`src/rtl/core/sfr_pkg.sv`:
```
// ----------------------------------------------------------------------------
// sfr_pkg
// Shared types and constants for the stream find-and-replace block.
// ----------------------------------------------------------------------------
package sfr_pkg;

  // longest replacement, and so the most results one request can cause
  localparam int REPL_MAX    = 8;
  localparam int ITEM_W      = $clog2(REPL_MAX);
  // one result left over plus a full burst
  localparam int QUEUE_DEPTH = REPL_MAX + 1;
  localparam int COUNT_W     = $clog2(QUEUE_DEPTH + 1);

  localparam int CFG_W     = 64;
  localparam int CFG_IDX_W = 2;
  localparam int LEN_W     = 4;

  typedef enum logic [CFG_IDX_W-1:0] {
    REG_PATTERN_BYTES      = 2'd0,
    REG_PATTERN_LENGTH     = 2'd1,
    REG_REPLACEMENT_BYTES  = 2'd2,
    REG_REPLACEMENT_LENGTH = 2'd3
  } reg_index_t;

  typedef struct packed {
    logic [7:0] data;
    logic       has_byte;
    logic       run_last;
    logic       end_mark;
  } result_t;

  typedef struct packed {
    logic en;
    logic load;
    logic shift;
  } win_ctrl_t;

  typedef struct packed {
    logic load;
    logic shift;
  } q_ctrl_t;

endpackage

```
`src/rtl/core/sfr_win_cell.sv`:
```
// ----------------------------------------------------------------------------
// sfr_win_cell
// One byte of the pending window: takes the incoming byte, compares with its
// pattern byte and hands its byte to the older neighbor on a shift.
// ----------------------------------------------------------------------------
module sfr_win_cell (
  input  logic              clk,
  input  sfr_pkg::win_ctrl_t ctrl,
  input  logic [7:0]        data_in,
  input  logic [7:0]        younger,
  input  logic [7:0]        pat_byte,
  output logic [7:0]        cur,
  output logic              eq
);
  import sfr_pkg::*;

  logic [7:0] held;

  // byte as seen after the incoming byte is appended
  assign cur = ctrl.load ? data_in : held;
  assign eq  = (cur == pat_byte);

  always_ff @(posedge clk) begin
    if (ctrl.en) begin
      held <= ctrl.shift ? younger : cur;
    end
  end

endmodule

```
`src/rtl/core/sfr_q_cell.sv`:
```
// ----------------------------------------------------------------------------
// sfr_q_cell
// One slot of the result queue: loads a new result or takes its neighbor's
// on a shift toward the head.
// ----------------------------------------------------------------------------
module sfr_q_cell (
  input  logic              clk,
  input  sfr_pkg::q_ctrl_t  ctrl,
  input  sfr_pkg::result_t  new_item,
  input  sfr_pkg::result_t  behind,
  output sfr_pkg::result_t  item
);
  import sfr_pkg::*;

  always_ff @(posedge clk) begin
    if (ctrl.load) begin
      item <= new_item;
    end else if (ctrl.shift) begin
      item <= behind;
    end
  end

endmodule

```
`src/rtl/core/stream_find_replace.sv`:
```
// ----------------------------------------------------------------------------
// stream_find_replace
// Replaces every leftmost, non-overlapping occurrence of a pattern in a byte
// stream with a replacement, using a row of window cells and a result queue.
// ----------------------------------------------------------------------------
// channel  dir  tdata                                tuser          tlast
// s_*      in   [7:0] data_byte                      carries_byte   end_of_string
// m_*      out  [7:0] out_byte, [8] last_in_run      out_has_byte   end_of_output
// cfg_*    in   cfg_index selects register, cfg_data holds the value
//
// A request is taken whenever the result queue holds at most one entry, so a
// request that causes at most one result goes through at one per cycle while
// the receiver takes a result every cycle. A request that causes n results
// loads all n into the queue at once; they leave one per cycle while the
// receiver is ready. Results appear at the earliest in the cycle after their request.
// Reset clears the window fill, the queue count and the registers, but sets the pattern length to one.
// ----------------------------------------------------------------------------
module stream_find_replace #(
  parameter int MAX_PATTERN = 8
) (
  input  logic                          clk,
  input  logic                          rst,
  input  logic                          s_tvalid,
  output logic                          s_tready,
  input  logic [7:0]                    s_tdata,   // [7:0] data_byte
  input  logic                          s_tuser,   // carries_byte
  input  logic                          s_tlast,   // end_of_string
  output logic                          m_tvalid,
  input  logic                          m_tready,
  output logic [15:0]                   m_tdata,   // [7:0] out_byte, [8] last_in_run
  output logic                          m_tuser,   // out_has_byte
  output logic                          m_tlast,   // end_of_output
  input  logic                          cfg_we,
  input  logic [sfr_pkg::CFG_IDX_W-1:0] cfg_index,
  input  logic [sfr_pkg::CFG_W-1:0]     cfg_data
);
  import sfr_pkg::*;

  localparam int FW = $clog2(MAX_PATTERN + 1);

  // configuration
  logic [8*MAX_PATTERN-1:0] pattern_bytes;
  logic [LEN_W-1:0]         pattern_length;
  logic [8*REPL_MAX-1:0]    replacement_bytes;
  logic [LEN_W-1:0]         replacement_length;

  logic [FW-1:0]      fill, fill_next, fill_app;
  logic [COUNT_W-1:0] count, count_next, base;
  logic [LEN_W-1:0]   plen, rlen, n_raw, n_res, cnt;
  logic               accept, pop, full, match, use_repl, bare, eos, has;

  logic [7:0]      wp  [MAX_PATTERN];
  logic [7:0]      nb  [MAX_PATTERN];
  logic            eq  [MAX_PATTERN];
  win_ctrl_t       wctl[MAX_PATTERN];
  result_t         items [REPL_MAX];
  result_t         qitem [QUEUE_DEPTH];
  result_t         qnew  [QUEUE_DEPTH];
  result_t         qbehind [QUEUE_DEPTH];
  q_ctrl_t         qctl  [QUEUE_DEPTH];

  assign has    = s_tuser;
  assign eos    = s_tlast;
  assign s_tready = (count <= COUNT_W'(1));
  assign accept = s_tvalid && s_tready;
  assign m_tvalid = (count != '0);
  assign pop    = m_tvalid && m_tready;

  always_ff @(posedge clk) begin
    if (rst) begin
      pattern_bytes      <= '0;
      pattern_length     <= LEN_W'(1);
      replacement_bytes  <= '0;
      replacement_length <= '0;
    end else if (cfg_we) begin
      case (reg_index_t'(cfg_index))
        REG_PATTERN_BYTES:      pattern_bytes      <= cfg_data[8*MAX_PATTERN-1:0];
        REG_PATTERN_LENGTH:     pattern_length     <= cfg_data[LEN_W-1:0];
        REG_REPLACEMENT_BYTES:  replacement_bytes  <= cfg_data[8*REPL_MAX-1:0];
        REG_REPLACEMENT_LENGTH: replacement_length <= cfg_data[LEN_W-1:0];
        default: ;
      endcase
    end
  end

  // clamp lengths to their usable ranges
  always_comb begin
    plen = pattern_length;
    if (plen == '0) plen = LEN_W'(1);
    if (plen > LEN_W'(MAX_PATTERN)) plen = LEN_W'(MAX_PATTERN);
    rlen = replacement_length;
    if (rlen > LEN_W'(REPL_MAX)) rlen = LEN_W'(REPL_MAX);
  end

  assign fill_app = fill + FW'(has && (fill < FW'(MAX_PATTERN)));
  assign full     = (LEN_W'(fill_app) >= plen);

  always_comb begin
    match = 1'b1;
    for (int i = 0; i < MAX_PATTERN; i++) begin
      if ((LEN_W'(i) < plen) && !eq[i]) match = 1'b0;
    end
  end

  assign use_repl = full && match;

  // window cells
  for (genvar i = 0; i < MAX_PATTERN; i++) begin : g_win
    if (i == MAX_PATTERN - 1) begin : g_end
      assign nb[i] = 8'h00;
    end else begin : g_mid
      assign nb[i] = wp[i+1];
    end
    assign wctl[i] = '{en:    accept,
                       load:  has && (fill == FW'(i)),
                       shift: full && !match};
    sfr_win_cell u_cell (
      .clk      (clk),
      .ctrl     (wctl[i]),
      .data_in  (s_tdata),
      .younger  (nb[i]),
      .pat_byte (pattern_bytes[8*i +: 8]),
      .cur      (wp[i]),
      .eq       (eq[i])
    );
  end

  always_comb begin
    if (eos || use_repl) fill_next = '0;
    else if (full)       fill_next = fill_app - FW'(1);
    else                 fill_next = fill_app;
  end

  always_ff @(posedge clk) begin
    if (rst) begin
      fill <= '0;
    end else if (cfg_we && (reg_index_t'(cfg_index) == REG_PATTERN_LENGTH)) begin
      fill <= '0;
    end else if (accept) begin
      fill <= fill_next;
    end
  end

  // results of this request: replacement bytes, window bytes from the head, or a bare end marker
  assign cnt   = eos ? LEN_W'(fill_app) : LEN_W'(full);
  assign n_raw = use_repl ? rlen : cnt;
  assign bare  = eos && (n_raw == '0);
  assign n_res = bare ? LEN_W'(1) : n_raw;

  for (genvar j = 0; j < REPL_MAX; j++) begin : g_item
    logic [7:0] wbyte;
    if (j < MAX_PATTERN) begin : g_w
      assign wbyte = wp[j];
    end else begin : g_z
      assign wbyte = 8'h00;
    end
    assign items[j].data     = bare ? 8'h00 : (use_repl ? replacement_bytes[8*j +: 8] : wbyte);
    assign items[j].has_byte = !bare;
    assign items[j].run_last = (LEN_W'(j) == n_res - LEN_W'(1));
    assign items[j].end_mark = eos && (LEN_W'(j) == n_res - LEN_W'(1));
  end

  // result queue
  assign base = count - COUNT_W'(pop);

  always_comb begin
    logic [COUNT_W-1:0] idx;
    for (int k = 0; k < QUEUE_DEPTH; k++) begin
      idx = COUNT_W'(k) - base;
      qnew[k] = items[idx[ITEM_W-1:0]];
      qctl[k].load  = accept && (COUNT_W'(k) >= base) && (idx < COUNT_W'(n_res));
      qctl[k].shift = pop;
    end
  end

  for (genvar k = 0; k < QUEUE_DEPTH; k++) begin : g_q
    if (k == QUEUE_DEPTH - 1) begin : g_end
      assign qbehind[k] = qitem[k];
    end else begin : g_mid
      assign qbehind[k] = qitem[k+1];
    end
    sfr_q_cell u_qcell (
      .clk      (clk),
      .ctrl     (qctl[k]),
      .new_item (qnew[k]),
      .behind   (qbehind[k]),
      .item     (qitem[k])
    );
  end

  assign count_next = base + (accept ? COUNT_W'(n_res) : COUNT_W'(0));

  always_ff @(posedge clk) begin
    if (rst) begin
      count <= '0;
    end else begin
      count <= count_next;
    end
  end

  assign m_tdata = {7'b0, qitem[0].run_last, qitem[0].data};
  assign m_tuser = qitem[0].has_byte;
  assign m_tlast = qitem[0].end_mark;

endmodule

```
`config.mk`:
```
export PLATFORM = sky130hd
export DESIGN_NAME = stream_find_replace
export DESIGN_NICKNAME = d
export VERILOG_FILES = /design/src/rtl/core/sfr_pkg.sv /design/src/rtl/core/sfr_win_cell.sv /design/src/rtl/core/sfr_q_cell.sv /design/src/rtl/core/stream_find_replace.sv
export SDC_FILE = /design/constraint.sdc
export NUM_CORES = 1
export LEC_CHECK = 0
export BUFFER_PORTS_ARGS = -buffer_cell sky130_fd_sc_hd__buf_2
export CAP_MARGIN = 20
export CORE_ASPECT_RATIO = 1.5
export CORE_MARGIN = 5
export CORE_UTILIZATION = 40
export CTS_CLUSTER_DIAMETER = 100
export DETAILED_ROUTE_END_ITERATION = 10
export PLACE_DENSITY = 0.6
export SLEW_MARGIN = 5
export SYNTH_ARGS = -nofsm -noshare
export SYNTH_HDL_FRONTEND = slang
export SYNTH_HIERARCHICAL = 1
export SYNTH_SLANG_ARGS = --single-unit
```
`constraint.sdc`:
```
create_clock -name clk -period 8.5 [get_ports clk]
set_clock_uncertainty 0.1 [all_clocks]
set_input_delay 1.7 -clock clk [delete_from_list [all_inputs] [get_ports clk]]
set_output_delay 1.7 -clock clk [all_outputs]
set_load 0.1 [all_outputs]
```
; ---- Word level (Yosys, flattened, before mapping)
; Cells that the tools add are included.
[classes]
n_mul = 0
n_reduce_logical = 79
n_mux = 91
shift = 0
eq_ne = 25
magnitude_cmp = 40
n_addsub = 14
n_div = 0
n_bitwise = 9
[ops]
columns = operator, n
row1 = $mux W11, 34
row2 = $bmux W11 S3, 9
row3 = $mux W8, 31
row4 = $eq A8 B8 Y1, 8
row5 = $logic_and A1 B1 Y1, 49
row6 = $ge A4 B4 Y1 const B, 9
row7 = $lt A4 B4 Y1, 9
row8 = $mux W4, 9
row9 = $not A3 Y4, 9
row10 = $eq A3 B4 Y1 const A, 4
row11 = $eq A4 B3 Y1 const B, 4
row12 = $ge A3 B4 Y1 const A, 4
row13 = $logic_not A4 Y1, 4
row14 = $lt A3 B4 Y1 const A, 4
row15 = $reduce_bool A2 Y1, 8
row16 = $sub A3 B4 Y4 const A, 4
row17 = $logic_not A1 Y1, 10
row18 = $eq A2 B4 Y1 const A, 2
row19 = $eq A4 B2 Y1 const B, 2
row20 = $ge A1 B4 Y1 const A, 2
row21 = $ge A2 B4 Y1 const A, 2
row22 = $gt A4 B4 Y1 const B, 2
row23 = $lt A1 B4 Y1 const A, 2
row24 = $lt A2 B4 Y1 const A, 2
row25 = other kinds (21), 35
[totals]
mem_bits_rw = 0
romBits = 0
elab_cells = 308
latch_bits = 0
mem_count = 0
in_bits = 81
out_inout_bits = 20
ff_bits = 307

; ---- Longest topological paths before layout
[logic_depth]
word_depth = 26
depth_mapped = 23

; ---- Modules after synthesis
; The synthesis kept the hierarchy.
[modules_own_cells]
columns = module, instances, cells_each, area_per_inst_um2
row1 = stream_find_replace, 1, 1224, 9718.1
row2 = sfr_q_cell, 9, 24, 505.5
row3 = sfr_win_cell, 8, 37, 559.3

; ---- Worst setup path after synthesis
; Ideal clock, no wire load.
[synth_path]
kind = register -> register
start = reg count[1]
end = reg g_q[0].u_qcell/item[0] (netlist name), enable pin
required_ns = 8.054
stages_incl_launch_ff = 20
path_slack_ns = -0.841
t_arrival_ns = 8.895
cell_sequence = dfxtp_1 nor3_1 nand2_1 and2_1 ha_1 ha_1 clkbuf_1 inv_1 clkbuf_1 buf_1 ha_1 clkinv_1 clkbuf_1 ha_1 nor3_1 nor2_1 o41a_1 a2111oi_2 buf_6 or2_1
[synth_lines]
columns = item, line
row1 = start: declaration, stream_find_replace.sv:48  ; logic [COUNT_W-1:0] count, count_next, base;
row2 = start signal: assignment, stream_find_replace.sv:197  ; count <= count_next;
row3 = end signal: assignment, sfr_q_cell.sv:17  ; item <= new_item;
row4 = end signal: assignment, sfr_q_cell.sv:19  ; item <= behind;
row5 = end: declaration, sfr_q_cell.sv:11  ; output sfr_pkg::result_t item

==> flow_summary.toml <==
[status]
status = "finished clean"

[pwr]
p_per_area_nw_per_um2 = 463
p_leak_nw = 8.41
power.total_mw = 9.73
irDropWorstVdd_v = 0.000281

[setup_path]
slowest_stage = "nor2b_1"
path_delay_family = "simple AND/OR/NAND/NOR gates"
cp_max_fo = 9
cp.depth = 22
rrSetupSlack_ns = 2.18
required_ns = 8.68
crit_path_end_kind = "register"
reg2reg_from = "fill[3]$_SDFFE_PP0P_"
critPathKind = "in2reg"
crit_chain = "buf_2, nor2b_1, nand2_1, nor3_1, buf_4, mux2_4, xnor2_1, nand4_1, nor2_1, buf_4, and3_1, a41oi_1, o32a_1, buf_4, nor3_1, a31oi_1, ha_1, a2111oi_0, nand2_1, a41oi_2, buf_4, mux2_2"
slowest_delay_ns = 0.46
crit_arrival_ns = 7.45
startpoint_type = "primary input"
reg2regPathDepth = 21
path_common_cell = "buf_4"
worstReg2RegEnd = "g_q[6].u_qcell/item[8]$_DFFE_PP_"
cp.buffers_inverters = 5

[timing]
rsz0062_at_grt = "no"
final_hold_viol_count = 0
tightest_slew_ns = 1.06
period_share = 0.855
setup_viol = 0
slew_headroom = 0.296
slew_violations = 0
finalSetupTns_ns = 0
period_needed_ns = 7.27
max_freq_mhz = 138

[global_route]
grt_pass1_vias = 14000
antenna_found_initial = 0
grt_start_max_net_pins = 89
overflow = 0
grt_use_total = 0.217
grt_pass1_wl_um = 86500

[clock_tree]
cts_num_sinks = 307
cts_hold_buffers = 0
path_clk_slew_ns = 0.06
cts_tree = "built"
cts_max_path_buffers = 3
cts_root_buffer = "clkbuf_16"
postCtsSetupBuffers = 0
cts_resized = 0
clkLatencyLatePin_ns = 0.54
cts_buffers = 34
h-tree-depth = 2

[worst_hold_path]
hold_start = "replacement_bytes[12]$_SDFFE_PP0P_"
hp-class = "reg2reg"
whs_endpoint = "replacement_bytes[12]$_SDFFE_PP0P_"
min_delay_path_depth = 2

[yosys]
synth_edf_count = 163
synth_cells = 1736
yosysWarnings = 6
ys_seq_area_frac = 0.415
synth_largest_area_cell = "edfxtp_1"
ys_types = 72
syn-cell-area_um2 = 18700
yosys.area.top_type_share = 0.261
postSynth.asyncResetShare = 0
synth_commonest_cells = "288 x nand2_1, 204 x mux2i_1, 163 x edfxtp_1"
synthMuxAreaShare = 0.278
yosysMostFrequentCell = "nand2_1"
synth-main-ff-cell = "edfxtp_1"
synth.area.top_cells = "edfxtp_1 26%, dfxtp_1 15%, mux2_4 12%"
ys_ff_latch = 307
syn_area_per_cell_um2 = 10.8
synth_adder_area_share = 0.0304
synth-xor-area-share = 0.0406
synth_compound_area_frac = 0.0967
synth-simple-area-share = 0.100
synth_top_family_by_area = "multiplexers"

[routing]
wl_per_cell_um = 23.7
ant_nets = 0
drc = 0
drt_iter0_markers = 875
drtPass1Iterations = 5
vias = 13800
drt-total-wl_um = 57700
avgViaCountPerCell = 5.67

[placement]
io_buffer_count = 93
gp_congestion = 0.879
dp_hpwl_um = 43800

[floorplan]
num_rows = 97
die_x_um = 187
io_pins = 101
start_util = 0.402
die_y_um = 275
die-area_um2 = 51400
coreArea_um2 = 46600

[layout]
areaGrowthSynthToFinish_pct = 12.1
fin_nets = 1944
antennaDiodeCount = 0
drive_above_1_share = 0.257
fillers = 4466

[job]
maxCapViolCount = 0
per-layer routing:
layer | GRT usage | routed length [um] | up-vias
met5 | 0 | 0 | -
met3 | 0.0261 | 2580 | 118
met4 | 0.0968 | 2890 | 0
met2 | 0.410 | 30200 | 429
li1 | - | - | 6464
met1 | 0.244 | 22000 | 6800
sequential cells by signal (all words and copies together), names as in the netlist:
register / cells
pattern_bytes: 64
replacement_bytes: 64
fill: 4
pattern_length: 4
g_q.u_qcell/item: 99
count: 4
replacement_length: 4
g_win.u_cell/held: 64
how the worst max path moves through the flow:
stage | startpoint | to | slack [ns]
after floorplan | count[1]$_SDFF_PP0_ | g_q[0].u_qcell/item[0]$_DFFE_PP_ | 0.42
after global placement | s_tuser | g_q[6].u_qcell/item[8]$_DFFE_PP_ | 0.81
after detailed placement | s_tuser | g_q[6].u_qcell/item[8]$_DFFE_PP_ | 0.73
after CTS | s_tuser | g_q[6].u_qcell/item[8]$_DFFE_PP_ | 1.26
after global routing | s_tuser | g_q[6].u_qcell/item[10]$_DFFE_PP_ | 0.88
final | s_tuser | g_q[6].u_qcell/item[8]$_DFFE_PP_ | 1.23
final cells by class:
class / count / area, um2 / area share
clock buffers: 45 / 966 / 0.0460
clock inverters: 13 / 150 / 0.00715
inverters: 25 / 93.8 / 0.00447
multi-input cells: 1302 / 10400 / 0.495
flip-flops and latches: 307 / 7780 / 0.370
well taps: 594 / 743 / 0.0354
repair buffers: 148 / 881 / 0.0419
logic make-up after synthesis:
kind of cell               after synthesis
DFF                                    307
adders and majority gates               45
muxes                                  434
and+or+nand+nor                        435
buffers and inverters                  141
xor gates and xnor gates                80
AOI/OAI and AO/OA                      293
other                                    1
stage by stage:
step           utilization  hold WS, ns  area, um2  cells  worst slack [ns]
2_1_floorplan            -        0.336      18800   1750             0.421
4_1_cts              0.451        0.361      21000   2434              1.26
3_5_place_dp         0.427        0.353      19900   2376             0.727
3_3_place_gp         0.427        0.343      19900   2376             0.809
6_report             0.451        0.360      21000   2434              1.23
5_1_grt              0.451        0.372      21000   2434             0.885
worst register-to-register path, stage by stage (launching register included):
cell and delay [ns]:
dfxtp_1 0.33, nor2b_1 0.44, nand2_1 0.21, nor3_1 0.19, buf_4 0.23, mux2_4 0.35
xnor2_1 0.18, nand4_1 0.15, nor2_1 0.14, buf_4 0.13, and3_1 0.21, a41oi_1 0.22
o32a_1 0.40, buf_4 0.18, nor3_1 0.33, a31oi_1 0.28, ha_1 0.47, a2111oi_0 0.39
nand2_1 0.11, a41oi_2 0.37, buf_4 0.29, mux2_2 0.35
cell usage in the layout (no fill, tap or decap), types with 37 or more instances in the layout:
master / synthesis / layout
a21oi_1: 153 / 153
buf_2: 12 / 92
buf_4: 11 / 56
clkbuf_16: 0 / 37
dfxtp_1: 144 / 144
edfxtp_1: 163 / 163
ha_1: 44 / 43
mux2_2: 82 / 82
mux2_4: 145 / 145
mux2i_1: 204 / 204
nand2_1: 288 / 288
nor2_1: 51 / 49
o22ai_1: 69 / 69
xnor2_1: 66 / 66
power by group:
part,switching (mW),internal (mW),leakage (nW)
Sequential,0.167,2.28,2.72
Clock,0.635,0.870,0.544
Combinational,3.41,2.37,5.15
Total,4.21,5.52,8.41
Power figures use the tool's default switching activity.
